## config.mk

```make
export PLATFORM = sky130hd
export DESIGN_NAME = quantized_dense_layer_mac_unit_flat
export DESIGN_NICKNAME = d
export VERILOG_FILES = /design/src/hw/rtl/qdlm_pkg.sv /design/src/hw/rtl/qdlm_in_if.sv /design/src/hw/rtl/qdlm_out_if.sv /design/src/hw/rtl/quantized_dense_layer_mac_unit.sv /design/src/hw/rtl/qdlm_accum.sv /design/src/hw/rtl/qdlm_requant.sv /design/src/flat_wrapper.sv
export SDC_FILE = /design/constraint.sdc
export NUM_CORES = 2
export LEC_CHECK = 0
export BUFFER_PORTS_ARGS = -buffer_cell sky130_fd_sc_hd__clkbuf_2
export CAP_MARGIN = 30
export CORE_MARGIN = 5
export CORE_UTILIZATION = 55
export CTS_CLUSTER_DIAMETER = 50
export DETAILED_ROUTE_END_ITERATION = 12
export PLACE_DENSITY = 0.8
export SLEW_MARGIN = 20
export SYNTH_ARGS = -nofsm -noshare
export SYNTH_HDL_FRONTEND = slang
export SYNTH_SLANG_ARGS = --single-unit
```

## constraint.sdc

```tcl
create_clock -name i_clk -period 20.1 [get_ports i_clk]
set_input_delay 6.03 -clock i_clk [delete_from_list [all_inputs] [get_ports i_clk]]
set_output_delay 6.03 -clock i_clk [all_outputs]
set_load 0.01 [all_outputs]
```

## src/hw/rtl/qdlm_pkg.sv

```systemverilog
// ----------------------------------------------------------------------------
// qdlm_pkg
// Shared types and constants of the quantized dense-layer MAC unit: the
// configuration register map, the configuration bundle and the request
// that passes from the accumulator to the requantization pipeline.
// ----------------------------------------------------------------------------
`default_nettype none

package qdlm_pkg;

    // Fixed field widths.
    localparam int unsigned ActWidth   = 8;
    localparam int unsigned WgtWidth   = 8;
    localparam int unsigned BiasWidth  = 8;
    localparam int unsigned BnWidth    = 64;
    localparam int unsigned OutWidth   = 8;
    localparam int unsigned ShiftWidth = 6;
    localparam int unsigned MultWidth  = 16;
    localparam int unsigned CfgIdxWidth  = 3;
    localparam int unsigned CfgDataWidth = 16;
    localparam int unsigned WideWidth  = 64;
    localparam int unsigned HalfWidth  = 32;

    // Largest output code; larger results saturate here.
    localparam logic [OutWidth-1:0] OutMax = 8'd255;

    // Configuration register indexes.
    typedef enum logic [CfgIdxWidth-1:0] {
        CFG_BIAS_ENABLE        = 3'd0,
        CFG_RELU_ENABLE        = 3'd1,
        CFG_BATCHNORM_ENABLE   = 3'd2,
        CFG_RESULT_SHIFT       = 3'd3,
        CFG_REQUANT_MULTIPLIER = 3'd4
    } t_cfg_idx;

    // Configuration register contents.
    typedef struct packed {
        logic                  bias_enable;
        logic                  relu_enable;
        logic                  batchnorm_enable;
        logic [ShiftWidth-1:0] result_shift;
        logic [MultWidth-1:0]  requant_multiplier;
    } t_cfg;

    // One finished dot product with its requantization operands:
    // the result is ((sum * scale + offset) mod 2^64) >>> shift.
    typedef struct packed {
        logic [WideWidth-1:0]  sum;
        logic [WideWidth-1:0]  scale;
        logic [WideWidth-1:0]  offset;
        logic [ShiftWidth-1:0] shift;
    } t_requant_req;

endpackage

`default_nettype wire

```

## src/hw/rtl/qdlm_in_if.sv

```systemverilog
// ----------------------------------------------------------------------------
// qdlm_in_if
// Input channel: one activation/weight pair with the neuron's bias,
// batch-norm operands and end-of-neuron mark.
// ----------------------------------------------------------------------------
`default_nettype none

interface qdlm_in_if;
    logic               valid;
    logic               ready;
    logic [7:0]         activation;
    logic signed [7:0]  weight;
    logic signed [7:0]  neuron_bias;
    logic signed [63:0] bn_scale;
    logic signed [63:0] bn_offset;
    logic               last_element;

    modport source (
        output valid, activation, weight, neuron_bias, bn_scale, bn_offset,
               last_element,
        input  ready
    );

    modport sink (
        input  valid, activation, weight, neuron_bias, bn_scale, bn_offset,
               last_element,
        output ready
    );
endinterface

`default_nettype wire

```

## src/hw/rtl/qdlm_out_if.sv

```systemverilog
// ----------------------------------------------------------------------------
// qdlm_out_if
// Output channel: one requantized, saturated activation byte per neuron.
// ----------------------------------------------------------------------------
`default_nettype none

interface qdlm_out_if;
    logic       valid;
    logic       ready;
    logic [7:0] out_value;

    modport source (
        output valid, out_value,
        input  ready
    );

    modport sink (
        input  valid, out_value,
        output ready
    );
endinterface

`default_nettype wire

```

## src/hw/rtl/quantized_dense_layer_mac_unit.sv

```systemverilog
// ----------------------------------------------------------------------------
// quantized_dense_layer_mac_unit
// Streams activation/weight pairs of a dense layer and emits one saturated
// 8-bit output activation per neuron.
//
// Channels: i_in carries one activation/weight pair per transaction, with
// the neuron's bias (used on its first pair), batch-norm scale and offset
// (used on its last pair) and the last_element mark. o_out carries one
// requantized byte per neuron. The configuration port writes one register
// per cycle at i_cfg_index while i_cfg_we is high; write it only when idle.
// Throughput: one input transaction per cycle while the request register is
// empty or draining. The accumulator feedback is a single add, and the
// requantization path is pipelined. The neuron's last pair loads the
// request register, whose contents pass through the multiply stage (32x32
// partial products), the sum stage (64-bit recombine and offset add) and
// the output register (shift and clip). Stall: every stage holds and fills
// bubbles independently, so the input keeps being accepted while results
// wait until all stages are occupied.
// Reset: registers return to their reset values, the accumulator clears
// and the next pair starts a new neuron.
// ----------------------------------------------------------------------------
`default_nettype none

module quantized_dense_layer_mac_unit #(
    parameter int unsigned ACC_WIDTH = 32
) (
    input  wire                               i_clk,
    input  wire                               i_rst_n,
    input  wire                               i_cfg_we,
    input  wire [qdlm_pkg::CfgIdxWidth-1:0]   i_cfg_index,
    input  wire [qdlm_pkg::CfgDataWidth-1:0]  i_cfg_data,
    qdlm_in_if.sink                           i_in,
    qdlm_out_if.source                        o_out
);
    import qdlm_pkg::*;

    t_cfg         r_cfg;
    logic         w_req_valid;
    logic         w_req_ready;
    t_requant_req w_req;

    // Configuration registers.
    always_ff @(posedge i_clk) begin
        if (!i_rst_n) begin
            r_cfg.bias_enable        <= 1'b1;
            r_cfg.relu_enable        <= 1'b1;
            r_cfg.batchnorm_enable   <= 1'b0;
            r_cfg.result_shift       <= '0;
            r_cfg.requant_multiplier <= MultWidth'(1);
        end else if (i_cfg_we) begin
            case (t_cfg_idx'(i_cfg_index))
                CFG_BIAS_ENABLE: begin
                    r_cfg.bias_enable <= i_cfg_data[0];
                end
                CFG_RELU_ENABLE: begin
                    r_cfg.relu_enable <= i_cfg_data[0];
                end
                CFG_BATCHNORM_ENABLE: begin
                    r_cfg.batchnorm_enable <= i_cfg_data[0];
                end
                CFG_RESULT_SHIFT: begin
                    r_cfg.result_shift <= i_cfg_data[ShiftWidth-1:0];
                end
                CFG_REQUANT_MULTIPLIER: begin
                    r_cfg.requant_multiplier <= i_cfg_data[MultWidth-1:0];
                end
                default: begin
                end
            endcase
        end
    end

    // Multiply-accumulate front end.
    qdlm_accum #(
        .ACC_WIDTH (ACC_WIDTH)
    ) u_accum (
        .i_clk       (i_clk),
        .i_rst_n     (i_rst_n),
        .i_cfg       (r_cfg),
        .i_in        (i_in),
        .o_req_valid (w_req_valid),
        .o_req       (w_req),
        .i_req_ready (w_req_ready)
    );

    // Requantization pipeline and output register.
    qdlm_requant u_requant (
        .i_clk       (i_clk),
        .i_rst_n     (i_rst_n),
        .i_req_valid (w_req_valid),
        .i_req       (w_req),
        .o_req_ready (w_req_ready),
        .o_out       (o_out)
    );

endmodule

`default_nettype wire

```

## src/hw/rtl/qdlm_accum.sv

```systemverilog
// ----------------------------------------------------------------------------
// qdlm_accum
// Multiply-accumulate front end. Every accepted transaction adds one
// activation*weight product into the wrapping accumulator; the transaction
// that closes a neuron loads a requantization request register.
// ----------------------------------------------------------------------------
`default_nettype none

module qdlm_accum #(
    parameter int unsigned ACC_WIDTH = 32
) (
    input  wire                   i_clk,
    input  wire                   i_rst_n,
    input  wire qdlm_pkg::t_cfg   i_cfg,
    qdlm_in_if.sink               i_in,
    output logic                  o_req_valid,
    output qdlm_pkg::t_requant_req o_req,
    input  wire                   i_req_ready
);
    import qdlm_pkg::*;

    localparam int unsigned ProdWidth = ActWidth + WgtWidth + 1;

    logic                        w_accept;
    logic signed [ProdWidth-1:0] w_prod;
    logic [ACC_WIDTH-1:0]        w_base;
    logic [ACC_WIDTH-1:0]        n_acc;
    logic [ACC_WIDTH-1:0]        r_acc;
    logic                        r_at_start;
    logic                        r_req_valid;
    t_requant_req                r_req;
    t_requant_req                n_req;

    // The request register frees up when empty or when it is being drained.
    assign i_in.ready = !r_req_valid || i_req_ready;
    assign w_accept   = i_in.valid && i_in.ready;

    // Unsigned activation times signed weight.
    assign w_prod = $signed({1'b0, i_in.activation}) * i_in.weight;

    // Starting point: bias or zero on the first element, else the running sum.
    always_comb begin
        if (r_at_start) begin
            if (i_cfg.bias_enable) begin
                w_base = {{(ACC_WIDTH-BiasWidth){i_in.neuron_bias[BiasWidth-1]}},
                          i_in.neuron_bias};
            end else begin
                w_base = '0;
            end
        end else begin
            w_base = r_acc;
        end
        n_acc = w_base + {{(ACC_WIDTH-ProdWidth){w_prod[ProdWidth-1]}}, w_prod};
    end

    // Operand selection for the shared multiply-add-shift path.
    always_comb begin
        n_req.sum    = {{(WideWidth-ACC_WIDTH){n_acc[ACC_WIDTH-1]}}, n_acc};
        n_req.shift  = i_cfg.result_shift;
        if (i_cfg.relu_enable && i_cfg.batchnorm_enable) begin
            n_req.scale  = i_in.bn_scale;
            n_req.offset = i_in.bn_offset;
        end else if (i_cfg.relu_enable) begin
            n_req.scale  = {{(WideWidth-MultWidth){1'b0}}, i_cfg.requant_multiplier};
            n_req.offset = '0;
        end else begin
            n_req.scale  = WideWidth'(1);
            n_req.offset = '0;
        end
    end

    // Accumulator and neuron-start flag.
    always_ff @(posedge i_clk) begin
        if (!i_rst_n) begin
            r_acc      <= '0;
            r_at_start <= 1'b1;
        end else if (w_accept) begin
            r_acc      <= n_acc;
            r_at_start <= i_in.last_element;
        end
    end

    // Request register control.
    always_ff @(posedge i_clk) begin
        if (!i_rst_n) begin
            r_req_valid <= 1'b0;
        end else if (w_accept && i_in.last_element) begin
            r_req_valid <= 1'b1;
        end else if (i_req_ready) begin
            r_req_valid <= 1'b0;
        end
    end

    // Request payload.
    always_ff @(posedge i_clk) begin
        if (w_accept && i_in.last_element) begin
            r_req <= n_req;
        end
    end

    assign o_req_valid = r_req_valid;
    assign o_req       = r_req;

endmodule

`default_nettype wire

```

## src/hw/rtl/qdlm_requant.sv

```systemverilog
// ----------------------------------------------------------------------------
// qdlm_requant
// Requantization pipeline: 64-bit wrapping multiply split into 32-bit
// partial products, offset add, arithmetic shift and saturation to 0..255.
// Each stage moves on whenever the stage after it is empty or moving.
// ----------------------------------------------------------------------------
`default_nettype none

module qdlm_requant (
    input  wire                    i_clk,
    input  wire                    i_rst_n,
    input  wire                    i_req_valid,
    input  wire qdlm_pkg::t_requant_req i_req,
    output logic                   o_req_ready,
    qdlm_out_if.source             o_out
);
    import qdlm_pkg::*;

    logic                  w_en_out;
    logic                  w_en_sum;
    logic                  w_en_mul;

    logic [WideWidth-1:0]  w_pp_ll;
    logic [HalfWidth-1:0]  w_pp_lh;
    logic [HalfWidth-1:0]  w_pp_hl;
    logic [HalfWidth-1:0]  w_cross;
    logic [WideWidth-1:0]  n_val;
    logic signed [WideWidth-1:0] w_shifted;
    logic [OutWidth-1:0]   n_out;

    logic                  r_mul_valid;
    logic [WideWidth-1:0]  r_pp_ll;
    logic [HalfWidth-1:0]  r_pp_lh;
    logic [HalfWidth-1:0]  r_pp_hl;
    logic [WideWidth-1:0]  r_mul_offset;
    logic [ShiftWidth-1:0] r_mul_shift;

    logic                  r_sum_valid;
    logic [WideWidth-1:0]  r_val;
    logic [ShiftWidth-1:0] r_sum_shift;

    logic                  r_out_valid;
    logic [OutWidth-1:0]   r_out;

    // Stage enables, from the output backwards.
    assign w_en_out    = !r_out_valid || o_out.ready;
    assign w_en_sum    = !r_sum_valid || w_en_out;
    assign w_en_mul    = !r_mul_valid || w_en_sum;
    assign o_req_ready = w_en_mul;

    // Partial products; only the low half of the cross terms survives mod 2^64.
    assign w_pp_ll = i_req.sum[HalfWidth-1:0] * i_req.scale[HalfWidth-1:0];
    assign w_pp_lh = i_req.sum[HalfWidth-1:0] * i_req.scale[WideWidth-1:HalfWidth];
    assign w_pp_hl = i_req.sum[WideWidth-1:HalfWidth] * i_req.scale[HalfWidth-1:0];

    // Multiply stage.
    always_ff @(posedge i_clk) begin
        if (!i_rst_n) begin
            r_mul_valid <= 1'b0;
        end else if (w_en_mul) begin
            r_mul_valid <= i_req_valid;
        end
    end

    always_ff @(posedge i_clk) begin
        if (w_en_mul && i_req_valid) begin
            r_pp_ll      <= w_pp_ll;
            r_pp_lh      <= w_pp_lh;
            r_pp_hl      <= w_pp_hl;
            r_mul_offset <= i_req.offset;
            r_mul_shift  <= i_req.shift;
        end
    end

    // Recombine the partial products and add the offset.
    assign w_cross = r_pp_lh + r_pp_hl;
    assign n_val   = r_pp_ll + {w_cross, {HalfWidth{1'b0}}} + r_mul_offset;

    // Sum stage.
    always_ff @(posedge i_clk) begin
        if (!i_rst_n) begin
            r_sum_valid <= 1'b0;
        end else if (w_en_sum) begin
            r_sum_valid <= r_mul_valid;
        end
    end

    always_ff @(posedge i_clk) begin
        if (w_en_sum && r_mul_valid) begin
            r_val       <= n_val;
            r_sum_shift <= r_mul_shift;
        end
    end

    // Arithmetic shift and saturation to the unsigned byte range.
    assign w_shifted = $signed(r_val) >>> r_sum_shift;

    always_comb begin
        if (w_shifted[WideWidth-1]) begin
            n_out = '0;
        end else if (|w_shifted[WideWidth-2:OutWidth]) begin
            n_out = OutMax;
        end else begin
            n_out = w_shifted[OutWidth-1:0];
        end
    end

    // Output register.
    always_ff @(posedge i_clk) begin
        if (!i_rst_n) begin
            r_out_valid <= 1'b0;
        end else if (w_en_out) begin
            r_out_valid <= r_sum_valid;
        end
    end

    always_ff @(posedge i_clk) begin
        if (w_en_out && r_sum_valid) begin
            r_out <= n_out;
        end
    end

    assign o_out.valid     = r_out_valid;
    assign o_out.out_value = r_out;

endmodule

`default_nettype wire
```

## src/flat_wrapper.sv

```systemverilog
// flat-port wrapper written by rule: the top's interface ports become plain ports
module quantized_dense_layer_mac_unit_flat import qdlm_pkg::*;
#(
    parameter int unsigned ACC_WIDTH = 32
)
  (i_clk, i_rst_n, i_cfg_we, i_cfg_index, i_cfg_data, i_in_valid, i_in_activation, i_in_weight, i_in_neuron_bias, i_in_bn_scale, i_in_bn_offset, i_in_last_element, i_in_ready, o_out_valid, o_out_out_value, o_out_ready);
  qdlm_in_if i_in_i ();
  qdlm_out_if o_out_i ();
  input  wire i_clk;
  input  wire i_rst_n;
  input  wire i_cfg_we;
  input  wire [qdlm_pkg::CfgIdxWidth-1:0] i_cfg_index;
  input  wire [qdlm_pkg::CfgDataWidth-1:0] i_cfg_data;
  input wire logic [$bits(i_in_i.valid)-1:0] i_in_valid;
  input wire logic [$bits(i_in_i.activation)-1:0] i_in_activation;
  input wire logic [$bits(i_in_i.weight)-1:0] i_in_weight;
  input wire logic [$bits(i_in_i.neuron_bias)-1:0] i_in_neuron_bias;
  input wire logic [$bits(i_in_i.bn_scale)-1:0] i_in_bn_scale;
  input wire logic [$bits(i_in_i.bn_offset)-1:0] i_in_bn_offset;
  input wire logic [$bits(i_in_i.last_element)-1:0] i_in_last_element;
  output wire logic [$bits(i_in_i.ready)-1:0] i_in_ready;
  output wire logic [$bits(o_out_i.valid)-1:0] o_out_valid;
  output wire logic [$bits(o_out_i.out_value)-1:0] o_out_out_value;
  input wire logic [$bits(o_out_i.ready)-1:0] o_out_ready;
  assign i_in_i.valid = i_in_valid;
  assign i_in_i.activation = i_in_activation;
  assign i_in_i.weight = i_in_weight;
  assign i_in_i.neuron_bias = i_in_neuron_bias;
  assign i_in_i.bn_scale = i_in_bn_scale;
  assign i_in_i.bn_offset = i_in_bn_offset;
  assign i_in_i.last_element = i_in_last_element;
  assign i_in_ready = i_in_i.ready;
  assign o_out_valid = o_out_i.valid;
  assign o_out_out_value = o_out_i.out_value;
  assign o_out_i.ready = o_out_ready;
  quantized_dense_layer_mac_unit #(.ACC_WIDTH(ACC_WIDTH)) u_core (.i_clk(i_clk), .i_rst_n(i_rst_n), .i_cfg_we(i_cfg_we), .i_cfg_index(i_cfg_index), .i_cfg_data(i_cfg_data), .i_in(i_in_i), .o_out(o_out_i));
endmodule
```

==> flow_summary_export.csv <==
group,metric,value,unit
status,status,"completed",
clock_tree,cts-buffers-inserted,68,
clock_tree,cts_max_level,3,
global_routing,overflow,0,
routing,num_vias,58800,
placed_design,post-place-ws,6.97,ns
clock_tree,post_cts_buffers,0,
placed_design,io_buffers,186,
global_routing,grt.busiest_layer,"met2",
cells_and_area,synthToLayoutAreaGrowth,5.94,%
clock_tree,cts_repair_resize_count,0,
timing,layout_setup_ws,6.99,ns
global_routing,met1_usage,36.2,%
logic_synthesis,synth_top_area_share,34.6,%
timing,fin_tns_setup,0,ns
worst_setup_path,reg2reg_slack,10.23,ns
global_routing,met3_usage,5.99,%
worst_setup_path,cp-startpoint,"o_out_ready",
routing,drtIter0Drc,4951,
run,maxCapViolCount,0,
logic_synthesis,yosysSeqAreaShare,18.2,%
global_routing,grtUsageTotal,28.1,%
worst_setup_path,cp.arrival,7.08,ns
routing,wl_per_cell,20.6,um
worst_setup_path,r2r_start,"u_core.u_accum.o_req[151]",
routing,firstDrtPassIters,6,
die,die_area,153000,um^2
global_routing,antenna_found_initial,6,
worst_setup_path,start_kind,"primary input",
clock_tree,clkSinkCount,504,
logic_synthesis,syn-instance-count,8347,
timing,setup_viol,0,
worst_setup_path,crit_fanout,5,
timing,fmax,76.3,MHz
cells_and_area,layout-drive-gt1-share,6.13,%
routing,remaining_drc_errors,0,
clock_tree,clkLatencyLatePin,0.68,ns
timing,finalHoldViolCount,0,
cells_and_area,stdcell_area,84400,um^2
timing,rsz0062_at_grt,"no",
die,pin_count,187,
routing,postRouteAntennaNets,0,
timing,finalClockSkew,0.0386,ns
logic_synthesis,synth_seq_cells,504,
clock_tree,cts_tree,"built",
logic_synthesis,synth_largest_area_cell,"fa_1",
worst_setup_path,crit_end,"i_in_ready",
logic_synthesis,ys_async_sr_fraction,0,%
timing,finalWorstPathRequiredPeriod,13.11,ns
global_routing,grt_pass1_wl,341000,um
timing,drv_slew,0,
placed_design,placed_area,82100,um^2
logic_synthesis,syn_area,79700,um^2
routing,wirelength,211000,um
global_routing,met2_usage,45.8,%
hold_path,hold_class,"register to register",
placed_design,place_hpwl,158000,um
worst_setup_path,crit_required,14.07,ns
placed_design,gp_congestion,0.944,
die,start_util,55.4,%
logic_synthesis,synthFlopType,"edfxtp_1",
die,rows,139,
clock_tree,clock_path_buffers,3,
logic_synthesis,yosysWarnings,0,
clock_tree,cts-hold-fix-buffers,0,
cells_and_area,final_common_cell,"inv_1",
logic_synthesis,avgSynthCellArea,9.54,um^2
cells_and_area,final_cell_mix,"1,603 x inv_1, 1,375 x fa_1, 1,094 x nand2_1",
cells_and_area,nets,10400,
timing,period_share,65.2,%
die,die_x,391,um
global_routing,grt_pass1_vias,63300,
worst_setup_path,reg2regPathDepth,26,
timing,max-slew-margin-rel,28.9,%
timing,worst_slew_pin_slew,1.07,ns
routing,viasPerCell,5.76,
logic_synthesis,syn-num-nets,10500,
global_routing,grt_max_degree,182,
logic_synthesis,synth_area_leaders,"fa_1 35%, edfxtp_1 17%, ha_1 9.2%, inv_1 7.6%, and2_1 6.5%",
cells_and_area,n_fill_cell,11700,
logic_synthesis,synth_cell_types,79,
clock_tree,cts_root_buffer,"clkbuf_16",
clock_tree,cts.clk_slew.worst_paths,0.06,ns
worst_setup_path,worst_r2r_endpoint,"u_core.u_requant.r_pp_ll[63]",
logic_synthesis,synth-edff-count,442,
worst_setup_path,cp-end-kind,"primary output",
die,die_y,391,um
die,core_area,144000,um^2
worst_setup_path,path_class,"primary input to primary output",
logic make-up (layout without fill, tap and decap cells):
| group | count (synthesis) | after routing | synth area share (%) |
|---|---|---|---|
| simple gates | 2596 | 2596 | 16.2 |
| buf+inv | 2067 | 2024 | 9.81 |
| fa+ha+maj | 1961 | 1961 | 43.8 |
| compound gates | 782 | 782 | 6.26 |
| flops | 504 | 504 | 18.2 |
| xor+xnor | 298 | 298 | 3.28 |
| mux | 139 | 139 | 2.52 |
| other cells | 0 | 2 | 0 |
metal layers:
metal / share of wire, % / vias up
li1: - / 25600
met1: 38 / 29400
met2: 47 / 3040
met3: 9.7 / 723
met4: 5.8 / 2
met5: 0.0057 / -
cells in the mapped netlist, drive strengths merged, types with 44 or more instances:
library cell and n:
o21ai 147, xor2 86, dfxtp 62, a21boi 49
clkbuf 424, a21o 108, and3 140, nand2b 44
edfxtp 442, nor2b 65, mux4 47, ha 586
a21oi 252, inv 1606, nand3 56, nor2 217
fa 1375, nor3 47, and2 833, mux2i 69
xnor2 212, nand2 1095
worst min path at each step:
stage                                         from  slack [ns]  cells past startpoint                           endpoint
after global placement    u_core.u_accum.o_req[61]        0.40                      0  u_core.u_requant.r_mul_offset[55]
after detailed placement  u_core.u_accum.o_req[22]        0.40                      0  u_core.u_requant.r_mul_offset[16]
final                     u_core.u_accum.o_req[52]        0.41                      0  u_core.u_requant.r_mul_offset[46]
after CTS                 u_core.u_accum.o_req[52]        0.40                      0  u_core.u_requant.r_mul_offset[46]
after global routing      u_core.u_accum.o_req[52]        0.42                      0  u_core.u_requant.r_mul_offset[46]
after floorplan            u_core.u_accum.o_req[6]        0.40                      0   u_core.u_requant.r_mul_offset[0]
per-stage QoR:
step / utilization, % / cells / hold slack (ns)
after floorplan: - / 8347 / 0.400
after global placement: 57.0 / 10100 / 0.404
after detailed placement: 57.1 / 10100 / 0.405
after CTS: 58.6 / 10200 / 0.399
after global routing: 58.7 / 10200 / 0.418
final: 58.7 / 10200 / 0.410
sequential cells by signal, indices dropped and copies added (netlist names):
register,flops
u_core.u_requant.o_out.out_value,8
u_core.u_requant.r_mul_offset,64
u_core.u_requant.o_out.valid,1
u_core.u_requant.r_pp_lh,32
u_core.u_requant.r_pp_ll,64
u_core.u_accum.o_req,166
u_core.u_requant.r_val,64
u_core.u_accum.r_acc,32
u_core.u_accum.o_req_valid,1
u_core.u_requant.r_sum_valid,1
u_core.r_cfg,25
u_core.u_accum.r_at_start,1
u_core.u_requant.r_pp_hl,32
u_core.u_requant.r_mul_valid,1
u_core.u_requant.r_sum_shift,6
u_core.u_requant.r_mul_shift,6
layout make-up:
type,instances,area [um^2],share of cell area [%]
sequential,504,14500,17.2
tap,1903,2380,2.82
clock inverter,45,460,0.546
inverter,1607,6040,7.15
clock buffer,80,1790,2.12
multi-input combinational,5776,57400,68.0
timing repair buffer,292,1840,2.18
antenna,2,5.00,0.00593
worst max-delay path: stages:
cell	delay (ns)
clkbuf_2	0.08
nor2b_1	0.39
and3_1	0.31
nand2_1	0.13
clkbuf_2	0.15
Power is not shown: default switching activity piles up to over one toggle a cycle in this logic, so the estimate is an artifact.
